### src/hw/rtl/clkv_pkg.sv
// clkv_pkg: shared types and constants for the command line key/value scanner.
// No dependencies; imported by clkv_cfg_regs, clkv_scan_core and the top level.
package clkv_pkg;

    // Register interface
    localparam int APB_ADDR_W   = 4;
    localparam int APB_DATA_W   = 64;
    localparam int REG_SEL_BIT  = 3;
    localparam int KEY_LEN_W    = 4;

    typedef enum logic
    {
        REG_KEY_BYTES  = 1'b0,
        REG_KEY_LENGTH = 1'b1
    } reg_sel_t;

    // Character codes
    localparam logic [7:0] CHAR_QUOTE     = 8'h22;
    localparam logic [7:0] CHAR_EQUALS    = 8'h3D;
    localparam logic [7:0] CHAR_BACKSLASH = 8'h5C;
    localparam logic [7:0] CHAR_SPACE     = 8'h20;
    localparam logic [7:0] CHAR_TAB       = 8'h09;

    // One scan step's result, from the core to the output register
    typedef struct packed
    {
        logic       has_result;
        logic [7:0] value_byte;
        logic       byte_valid;
        logic       value_end;
        logic       bare_match;
        logic       scan_final;
        logic       key_found;
    } scan_result_t;

endpackage

### src/hw/rtl/command_line_key_value_scanner.sv
// command_line_key_value_scanner: top level with input and result registers.
// Depends on clkv_pkg, clkv_cfg_regs and clkv_scan_core.
//
// Scans a command line one byte per transfer for the key held in key_bytes /
// key_length (APB offsets 0x0 and 0x8, 64-bit data). Bytes of the first
// matching token's value stream out as they arrive; a bare token equal to the
// key gives bare_match; the transfer for the byte marked line_last carries
// scan_final and key_found. Bytes that give no result produce no output
// transfer. The block takes one byte per cycle while no held result stalls it:
// each byte waits in the input register, the scan step updates the tokenizer
// state as the byte moves on, and its result lands in the output register. A
// result held by out_ready low stalls the input only when the byte behind it
// also has a result. Write the registers only while the block is idle.
module command_line_key_value_scanner #(
    parameter int KEY_BYTES = 8
) (
    input  logic                            clk,
    input  logic                            rst_n,
    // APB configuration port
    input  logic                            psel,
    input  logic                            penable,
    input  logic                            pwrite,
    input  logic [clkv_pkg::APB_ADDR_W-1:0] paddr,
    input  logic [clkv_pkg::APB_DATA_W-1:0] pwdata,
    output logic [clkv_pkg::APB_DATA_W-1:0] prdata,
    output logic                            pready,
    // line byte input
    input  logic                            in_valid,
    output logic                            in_ready,
    input  logic [7:0]                      line_byte,
    input  logic                            line_last,
    // result output
    output logic                            out_valid,
    input  logic                            out_ready,
    output logic [7:0]                      value_byte,
    output logic                            byte_valid,
    output logic                            value_end,
    output logic                            bare_match,
    output logic                            scan_final,
    output logic                            key_found
);
    import clkv_pkg::*;

    logic [KEY_BYTES*8-1:0] key_bytes;
    logic [KEY_LEN_W-1:0]   key_length;

    logic         in_valid_reg;
    logic [7:0]   in_byte_reg;
    logic         in_last_reg;
    logic         advance;
    logic         out_valid_reg;
    scan_result_t res;
    scan_result_t res_reg;

    clkv_cfg_regs #(
        .KEY_BYTES (KEY_BYTES)
    ) u_cfg (
        .clk        (clk),
        .rst_n      (rst_n),
        .psel       (psel),
        .penable    (penable),
        .pwrite     (pwrite),
        .paddr      (paddr),
        .pwdata     (pwdata),
        .prdata     (prdata),
        .pready     (pready),
        .key_bytes  (key_bytes),
        .key_length (key_length)
    );

    clkv_scan_core #(
        .KEY_BYTES (KEY_BYTES)
    ) u_core (
        .clk        (clk),
        .rst_n      (rst_n),
        .step_en    (advance),
        .line_byte  (in_byte_reg),
        .line_last  (in_last_reg),
        .key_bytes  (key_bytes),
        .key_length (key_length),
        .result     (res)
    );

    // Held byte moves on unless its result has nowhere to go
    assign advance  = in_valid_reg && (!res.has_result || !out_valid_reg || out_ready);
    assign in_ready = !in_valid_reg || advance;

    // Input register
    always_ff @(posedge clk or negedge rst_n)
    begin
        if (!rst_n)
            in_valid_reg <= 1'b0;
        else if (in_ready)
            in_valid_reg <= in_valid;
    end

    always_ff @(posedge clk)
    begin
        if (in_valid && in_ready)
        begin
            in_byte_reg <= line_byte;
            in_last_reg <= line_last;
        end
    end

    // Result register
    always_ff @(posedge clk or negedge rst_n)
    begin
        if (!rst_n)
            out_valid_reg <= 1'b0;
        else if (advance && res.has_result)
            out_valid_reg <= 1'b1;
        else if (out_ready)
            out_valid_reg <= 1'b0;
    end

    always_ff @(posedge clk)
    begin
        if (advance && res.has_result)
            res_reg <= res;
    end

    assign out_valid  = out_valid_reg;
    assign value_byte = res_reg.value_byte;
    assign byte_valid = res_reg.byte_valid;
    assign value_end  = res_reg.value_end;
    assign bare_match = res_reg.bare_match;
    assign scan_final = res_reg.scan_final;
    assign key_found  = res_reg.key_found;

`ifndef NO_ASSERTIONS
    // every output transfer carries at least one event
    a_result_nonempty: assert property (@(posedge clk) disable iff (!rst_n)
        out_valid |-> (byte_valid || value_end || bare_match || scan_final))
        else $error("empty result transfer");

    // key_found only accompanies the end of a line
    a_found_final: assert property (@(posedge clk) disable iff (!rst_n)
        (out_valid && key_found) |-> scan_final)
        else $error("key_found without scan_final");

    // a bare match never shares a transfer with value data
    a_bare_exclusive: assert property (@(posedge clk) disable iff (!rst_n)
        (out_valid && bare_match) |-> (!byte_valid && !value_end))
        else $error("bare_match mixed with value output");

    // an empty input register always takes the next byte
    a_ready_when_empty: assert property (@(posedge clk) disable iff (!rst_n)
        !in_valid_reg |-> in_ready)
        else $error("input stalled while empty");
`endif

endmodule

### src/hw/rtl/clkv_cfg_regs.sv
// clkv_cfg_regs: APB register file holding the searched key and its length.
// Depends on clkv_pkg.
module clkv_cfg_regs #(
    parameter int KEY_BYTES = 8
) (
    input  logic                               clk,
    input  logic                               rst_n,
    input  logic                               psel,
    input  logic                               penable,
    input  logic                               pwrite,
    input  logic [clkv_pkg::APB_ADDR_W-1:0]    paddr,
    input  logic [clkv_pkg::APB_DATA_W-1:0]    pwdata,
    output logic [clkv_pkg::APB_DATA_W-1:0]    prdata,
    output logic                               pready,
    output logic [KEY_BYTES*8-1:0]             key_bytes,
    output logic [clkv_pkg::KEY_LEN_W-1:0]     key_length
);
    import clkv_pkg::*;

    logic [KEY_BYTES*8-1:0] key_bytes_reg;
    logic [KEY_LEN_W-1:0]   key_length_reg;
    logic                   wr_en;
    reg_sel_t               reg_sel;

    assign pready  = 1'b1;
    assign wr_en   = psel && penable && pwrite;
    assign reg_sel = reg_sel_t'(paddr[REG_SEL_BIT]);

    // Register writes on the access phase
    always_ff @(posedge clk or negedge rst_n)
    begin
        if (!rst_n)
        begin
            key_bytes_reg  <= '0;
            key_length_reg <= '0;
        end
        else if (wr_en)
        begin
            unique case (reg_sel)
                REG_KEY_BYTES:  key_bytes_reg  <= pwdata[KEY_BYTES*8-1:0];
                REG_KEY_LENGTH: key_length_reg <= pwdata[KEY_LEN_W-1:0];
            endcase
        end
    end

    // Read mux
    always_comb
    begin
        unique case (reg_sel)
            REG_KEY_BYTES:  prdata = APB_DATA_W'(key_bytes_reg);
            REG_KEY_LENGTH: prdata = APB_DATA_W'(key_length_reg);
        endcase
    end

    assign key_bytes  = key_bytes_reg;
    assign key_length = key_length_reg;

endmodule

### src/hw/rtl/clkv_scan_core.sv
// clkv_scan_core: tokenizer state and the single-byte scan step.
// Depends on clkv_pkg; fed from the top level's input register.
module clkv_scan_core #(
    parameter int KEY_BYTES = 8
) (
    input  logic                            clk,
    input  logic                            rst_n,
    input  logic                            step_en,
    input  logic [7:0]                      line_byte,
    input  logic                            line_last,
    input  logic [KEY_BYTES*8-1:0]          key_bytes,
    input  logic [clkv_pkg::KEY_LEN_W-1:0]  key_length,
    output clkv_pkg::scan_result_t          result
);
    import clkv_pkg::*;

    typedef enum logic [1:0]
    {
        PH_SKIP,
        PH_PLAIN,
        PH_QUOTED,
        PH_DONE
    } phase_t;

    localparam logic [KEY_LEN_W-1:0] KEY_MAX = KEY_LEN_W'(KEY_BYTES);

    phase_t               phase_reg, phase_next;
    logic [KEY_LEN_W-1:0] pos_reg, pos_next;
    logic                 still_reg, still_next;
    logic                 eq_reg, eq_next;
    logic                 qcs_reg, qcs_next;
    logic                 esc_reg, esc_next;
    logic                 emit_reg, emit_next;
    logic                 match_reg, match_next;

    logic [KEY_LEN_W-1:0] klen;
    logic [7:0]           key_sel;
    logic                 is_ws, is_quote, is_eq, is_bs;
    logic                 content, end_now, end_req;

    assign klen     = (key_length > KEY_MAX) ? KEY_MAX : key_length;
    assign is_ws    = (line_byte == CHAR_SPACE) || (line_byte == CHAR_TAB);
    assign is_quote = (line_byte == CHAR_QUOTE);
    assign is_eq    = (line_byte == CHAR_EQUALS);
    assign is_bs    = (line_byte == CHAR_BACKSLASH);

    // Scan step: token start, content byte, token end, line end
    always_comb
    begin
        phase_next = phase_reg;
        pos_next   = pos_reg;
        still_next = still_reg;
        eq_next    = eq_reg;
        qcs_next   = qcs_reg;
        esc_next   = esc_reg;
        emit_next  = emit_reg;
        match_next = match_reg;
        content    = 1'b0;
        end_now    = 1'b0;
        key_sel    = '0;
        end_req    = 1'b0;
        result     = '0;

        unique case (phase_reg)
            PH_SKIP:
            begin
                if (!is_ws)
                begin
                    phase_next = is_quote ? PH_QUOTED : PH_PLAIN;
                    pos_next   = '0;
                    still_next = 1'b1;
                    eq_next    = 1'b0;
                    qcs_next   = 1'b0;
                    esc_next   = 1'b0;
                    content    = !is_quote;
                end
            end
            PH_PLAIN:
            begin
                if (is_ws)
                    end_now = 1'b1;
                else
                    content = 1'b1;
            end
            PH_QUOTED:
            begin
                if (esc_reg)
                begin
                    esc_next = 1'b0;
                    content  = 1'b1;
                end
                else if (is_quote)
                begin
                    // empty quoted token halts the scan
                    if (!qcs_reg)
                        phase_next = PH_DONE;
                    else
                        end_now = 1'b1;
                end
                else
                begin
                    if (is_bs)
                        esc_next = 1'b1;
                    content = 1'b1;
                end
            end
            PH_DONE:
            begin
            end
        endcase

        // key byte at the current compare position
        for (int i = 0; i < KEY_BYTES; i++)
        begin
            if (pos_next == KEY_LEN_W'(i))
                key_sel = key_bytes[i*8 +: 8];
        end

        // content byte handling
        if (content)
        begin
            qcs_next = 1'b1;
            if (emit_next)
            begin
                result.value_byte = line_byte;
                result.byte_valid = 1'b1;
            end
            else if (!eq_next)
            begin
                if (is_eq)
                begin
                    eq_next = 1'b1;
                    if (still_next && (pos_next == klen))
                    begin
                        match_next = 1'b1;
                        emit_next  = 1'b1;
                    end
                end
                else if (still_next && (pos_next < klen) && (key_sel == line_byte))
                    pos_next = pos_next + 1'b1;
                else
                    still_next = 1'b0;
            end
        end

        // line end closes an open token, or halts on a bare opening quote
        if (line_last && (phase_next == PH_QUOTED) && !qcs_next)
            phase_next = PH_DONE;
        else if (line_last && ((phase_next == PH_PLAIN) || (phase_next == PH_QUOTED)))
            end_req = 1'b1;
        end_req = end_req || end_now;

        // token end
        if (end_req)
        begin
            if (emit_next)
            begin
                result.value_end = 1'b1;
                emit_next        = 1'b0;
                phase_next       = PH_DONE;
            end
            else if (!eq_next && still_next && (pos_next == klen))
            begin
                result.bare_match = 1'b1;
                match_next        = 1'b1;
                phase_next        = PH_DONE;
            end
            else
                phase_next = PH_SKIP;
        end

        result.scan_final = line_last;
        result.key_found  = line_last && match_next;
        result.has_result = result.byte_valid || result.value_end ||
                            result.bare_match || line_last;

        // new command line starts from the reset state
        if (line_last)
        begin
            phase_next = PH_SKIP;
            pos_next   = '0;
            still_next = 1'b1;
            eq_next    = 1'b0;
            qcs_next   = 1'b0;
            esc_next   = 1'b0;
            emit_next  = 1'b0;
            match_next = 1'b0;
        end
    end

    // Scan state
    always_ff @(posedge clk or negedge rst_n)
    begin
        if (!rst_n)
        begin
            phase_reg <= PH_SKIP;
            pos_reg   <= '0;
            still_reg <= 1'b1;
            eq_reg    <= 1'b0;
            qcs_reg   <= 1'b0;
            esc_reg   <= 1'b0;
            emit_reg  <= 1'b0;
            match_reg <= 1'b0;
        end
        else if (step_en)
        begin
            phase_reg <= phase_next;
            pos_reg   <= pos_next;
            still_reg <= still_next;
            eq_reg    <= eq_next;
            qcs_reg   <= qcs_next;
            esc_reg   <= esc_next;
            emit_reg  <= emit_next;
            match_reg <= match_next;
        end
    end

endmodule
### config.mk
export PLATFORM = sky130hd
export DESIGN_NAME = command_line_key_value_scanner
export DESIGN_NICKNAME = d
export VERILOG_FILES = /design/src/hw/rtl/clkv_pkg.sv /design/src/hw/rtl/command_line_key_value_scanner.sv /design/src/hw/rtl/clkv_cfg_regs.sv /design/src/hw/rtl/clkv_scan_core.sv
export SDC_FILE = /design/constraint.sdc
export NUM_CORES = 1
export LEC_CHECK = 0
export BUFFER_PORTS_ARGS = -buffer_cell sky130_fd_sc_hd__buf_2
export CAP_MARGIN = 30
export CORE_UTILIZATION = 49
export DETAILED_ROUTE_END_ITERATION = 10
export PLACE_DENSITY = 0.85
export SYNTH_ARGS = -nofsm -noshare
export SYNTH_HDL_FRONTEND = slang
export SYNTH_SLANG_ARGS = --single-unit
### constraint.sdc
create_clock -name clk -period 13.15 [get_ports clk]
set_input_delay 0.6575 -clock clk [delete_from_list [all_inputs] [get_ports clk]]
set_output_delay 0.6575 -clock clk [all_outputs]
set_load 0.01 [all_outputs]
After elaboration in Yosys (flattened, before gate mapping)
Cells that the tools add are included.
{ "word_totals": {"register_bits": 104, "output_inout_bits": 80} }
{ "op_classes": {"n_addsub": 1, "magnitude_cmp": 2, "n_eq_ne": 20, "n_mux": 90, "n_bitwise": 1, "n_reduce_logical": 37} }
{ "ops": {"columns": ["operator", "count"], "rows": [
  ["64-bit case mux with 2 select lines", 1],
  ["8-bit two-way mux", 8],
  ["1-bit two-way mux", 57],
  ["4-bit two-way mux", 9],
  ["8-bit by 6-bit equality test with 1-bit output (second input constant)", 3],
  ["2-bit two-way mux", 11],
  ["4-bit by 3-bit equality test with 1-bit output (second input constant)", 4],
  ["1-bit logical AND", 14],
  ["1-bit logical OR", 9],
  ["4-bit by 2-bit equality test with 1-bit output (second input constant)", 2],
  ["4-bit equality test", 2],
  ["8-bit by 4-bit equality test with 1-bit output (second input constant)", 1],
  ["8-bit by 7-bit equality test with 1-bit output (second input constant)", 1],
  ["8-bit equality test", 1],
  ["1-bit zero test", 6],
  ["2-bit AND reduction", 3],
  ["4-bit by 1-bit adder with 4-bit output (second input constant)", 1],
  ["2-bit by 1-bit equality test with 1-bit output (second input constant)", 2],
  ["2-bit equality test (second input constant)", 2],
  ["4-bit by 1-bit equality test with 1-bit output (second input constant)", 1],
  ["4-bit greater-than comparator (second input constant)", 1],
  ["4-bit zero test", 1],
  ["4-bit less-than comparator", 1],
  ["1-bit case mux with 2 select lines", 2],
  ["8 further kinds", 8]
]} }

Logic depth before layout (Yosys ltp)
{ "logic_depth": {"depth_word": 34, "mapped_depth": 20} }

By module
A second synthesis with hierarchy kept.
{ "unflattened": {"cells_unflattened": 626, "area_unflattened_um2": 6610.1} }
{ "modules_own_cells": {"columns": ["mod", "instances", "cells_per_inst", "area_per_inst_um2", "seq_area_each_um2"], "rows": [
  ["clkv_cfg_regs", 1, 218, 3313.2, 1701.6],
  ["clkv_scan_core", 1, 376, 2529.9, 301.5],
  ["command_line_key_value_scanner", 1, 32, 767.0, 710.7]
]} }

Worst setup path after synthesis
OpenSTA, ideal clock, no wires.
{ "synth_timing": {"kind": "register -> register", "startpoint": "register in_byte_reg[0]", "endpoint": "register res_reg, in the netlist bare_match (enable)", "setup_ns": 0.387, "arrival_time_ns": 4.331, "t_required_ns": 12.763, "path_slack_ns": 8.432, "stages_incl_launch_ff": 14, "path_buffers": 1, "synth_period_minus_slack_ns": 4.718, "cell_sequence": "edfxtp_1 > or3b_1 > a2111o_1 > a21o_1 > o32a_1 > or3_1 > a2111oi_0 > nand4bb_1 > buf_2 > mux2i_1 > and4b_1 > nor2_2 > o21ai_0 > a21oi_1"} }
{ "synth_lines": {"columns": ["item", "line", "source"], "rows": [
  ["start, declared", "command_line_key_value_scanner.sv:48", "logic [7:0] in_byte_reg;"],
  ["start signal, assigned", "command_line_key_value_scanner.sv:101", "in_byte_reg <= line_byte;"],
  ["end signal, assigned", "command_line_key_value_scanner.sv:120", "res_reg <= res;"],
  ["end, declared", "command_line_key_value_scanner.sv:53", "scan_result_t res_reg;"]
]} }

==> results by group <==
Finish
  • Fillers: 1,139
  • Share of cells above drive strength 1: 0.3555
  • Fin util: 0.5984
  • Reg area: 0.002714 mm²
  • Flip-flop count of the largest register after layout: 64
  • Inserted Diodes: 0
  • Syn-to-layout area delta: 17.86%
  • Commonest non-fill, non-tap cell in the layout: buf_2
  • Design area: 0.007614 mm²
  • Area of the multi-input gates: 0.003490 mm²
  • Nets: 856
  • Most frequent cells in the layout: 158 x buf_2, 81 x dfrtp_1, 75 x mux2_2

Clocking
  • Post-CTS Setup Repair Bufs: 0
  • Resize count post-CTS: 0
  • Worst-skew pair later-pin latency: 350 ps
  • Max Root-Sink Buffers: 2
  • CTS tree: done
  • CTS root buffer: clkbuf_16
  • Inserted Clock Buffers: 9
  • Clk pin slew, worst setup/hold paths: 70 ps
  • Clk sinks: 104
  • H-tree Lvls: 3
  • CTS Hold Bufs: 0

Synth
  • Synth Flop Type: dfrtp_1
  • Syn_area_per_cell: 10.17 µm²
  • Flops & latches, synth: 104
  • Post-Syn Instances: 635
  • EDFF count, synth: 22
  • Seq/Total Area, Yosys: 0.4201
  • Ys Warns: 0
  • Mapped Nets: 728
  • Post-synth cell types: 82
  • Netlist Area Pre-Place: 0.006460 mm²
  • Synth async-reset ratio: 0.7885

GRT
  • Initial antenna violation count: 0
  • First-pass GRT wire length: 26,700 µm
  • GR Overflow Total: 0
  • Pin count of the biggest net entering global routing: 67
  • Number of global-route vias before repair: 5,274
  • GRT Resource Usage Total: 0.2576

Floorplanning
  • I/O pin count: 164
  • Num rows: 41
  • Vert. Die Dim: 116.8 µm
  • Overall die width: 116.8 µm
  • Initial Util: 0.5078
  • Core area: 0.01272 mm²
  • Die ar.: 0.01365 mm²

Worst setup path
  • Crit path arrival time: 5410 ps
  • Crit. End Element: output port
  • Worst R2R Path Depth: 12
  • Startpoint Class: flip-flop
  • Crit path from: in_byte_reg[0]
  • WP data required: 12,490 ps
  • Critical path class: flip-flop to output port
  • FF-to-FF Start: in_byte_reg[0]
  • Crit Path Max Fanout: 23

Routing
  • DR vias: 5,591
  • Iter 0 DRT Violations: 470
  • Antenna-violating nets left: 0
  • TritonRoute pass-1 iters: 5
  • Routed len/inst: 18.10 µm
  • DRC violations left: 0
  • Vias per inst: 5.948
  • Routed WL: 17,010 µm

Pwr
  • Switching Fraction: 0.3256
  • Flop pwr share: 0.454
  • Worst IR Drop VDD: 0.1148 mV
  • Comb pwr share: 0.292
  • Psw: 316.9 µW
  • PwrDens: 127.8 mW/mm²
  • P_int: 656.5 µW
  • Leakage: 3.331 nW
  • Clock power frac: 0.254

Place
  • IO Port Bufs: 159
  • Final GP Congestion: 0.9146
  • DP Area: 0.007342 mm²
  • Post-DP HPWL: 12,440 µm

STA
  • Final min period: 6070 ps
  • Hold slack final: 271.2 ps
  • Slew Viols, Final: 0
  • Tcrit/Tclk final: 0.4616
  • Final Hold Viols: 0
  • Least-Margin Pin Slew: 913.8 ps
  • Max Clock Freq: 0.1647 GHz
  • Final-report setup violation count: 0
  • RSZ-0062 raised after global routing: false
  • Slew headroom: 0.3908
  • Setup TNS: 0 ps
  • Layout Skew: 10.06 ps

Hold path
  • Hold Crit Class: input port to asynchronous set/reset pin

Outcome
  • Status: complete, no violations

Flow run
  • Max-cap violation count: 0
[power groups by stage]
stage	sequential (mW)	combinational [mW]	clock [mW]
after floorplan	0.422	0.201	0
after global placement	0.445	0.275	0
after detailed placement	0.447	0.282	0
after CTS	0.441	0.284	0.253
after global routing	0.450	0.311	0.266
final	0.442	0.284	0.247
[final cells by class]
class                      instances  area share
clock buffer                      14     0.03385
clock inverter                     2    0.001808
inverter                          16    0.007888
multi-input combinational        467      0.4583
sequential                       104      0.3565
tap                              172     0.02827
timing repair buffer             165      0.1134
[worst max-delay path: stages (launching register included)]
cell and delay, ps:
edfxtp_1 540, or3b_1 490, a2111o_1 740, a21o_1 320
o32a_1 360, or3_1 400, a2111oi_0 470, nand4bb_1 440
mux2i_1 230, and4b_1 270, nor2_2 360, o2111ai_1 240
buf_2 190
[routing by layer]
layer  GRT usage  share of wire  vias to the layer above
met3     0.05870          0.073                       31
met5           0              0                        -
met4      0.1013          0.024                        0
met2      0.4209           0.48                      273
met1      0.3331           0.43                     2666
li1            -              -                     2621
[Yosys cell counts (all sizes together), types with 8 or more instances]
cell    instances  area share
a211oi         18       0.022
a21oi          34       0.027
and3           13       0.013
buf            13       0.010
clkbuf         35       0.020
dfrtp          81        0.31
edfxtp         22        0.10
ha              9       0.017
inv            16      0.0093
mux2           76        0.13
mux2i          13       0.020
nand2          34       0.020
nand3          13       0.010
nor2           26       0.015
nor2b          69       0.067
nor3            8      0.0062
o21a            9       0.010
o21ai          19       0.015
o22ai          11       0.011
[stage by stage]
step | power, mW | setup WS (ps) | std cells
floorplan | 0.6230 | 8432 | 635
global placement | 0.7201 | 7250 | 922
detailed placement | 0.7289 | 7607 | 924
CTS | 0.9778 | 7185 | 940
global route | 1.026 | 6923 | 940
finish | 0.9734 | 7080 | 940
[final timing paths]
path / slack, ps / endpoint
max: 7080 / in_ready
min: 270 / u_core.phase_reg[0]
max reg2reg: 7510 / in_byte_reg[2]
min reg2reg: 520 / u_cfg.key_length[0]
max in group asynchronous: 12280 / u_cfg.key_bytes[38]
min in group clk: 480 / in_last_reg
[kinds of logic after synthesis]
family | share of synthesized area
compound gates | 0.1852
xor+xnor | 0.002712
fa+ha+maj | 0.01743
buf+inv | 0.03971
flops | 0.4201
mux | 0.1526
other cells | 0.0005805
simple gates | 0.1817
Power figures use the tool's default switching activity.
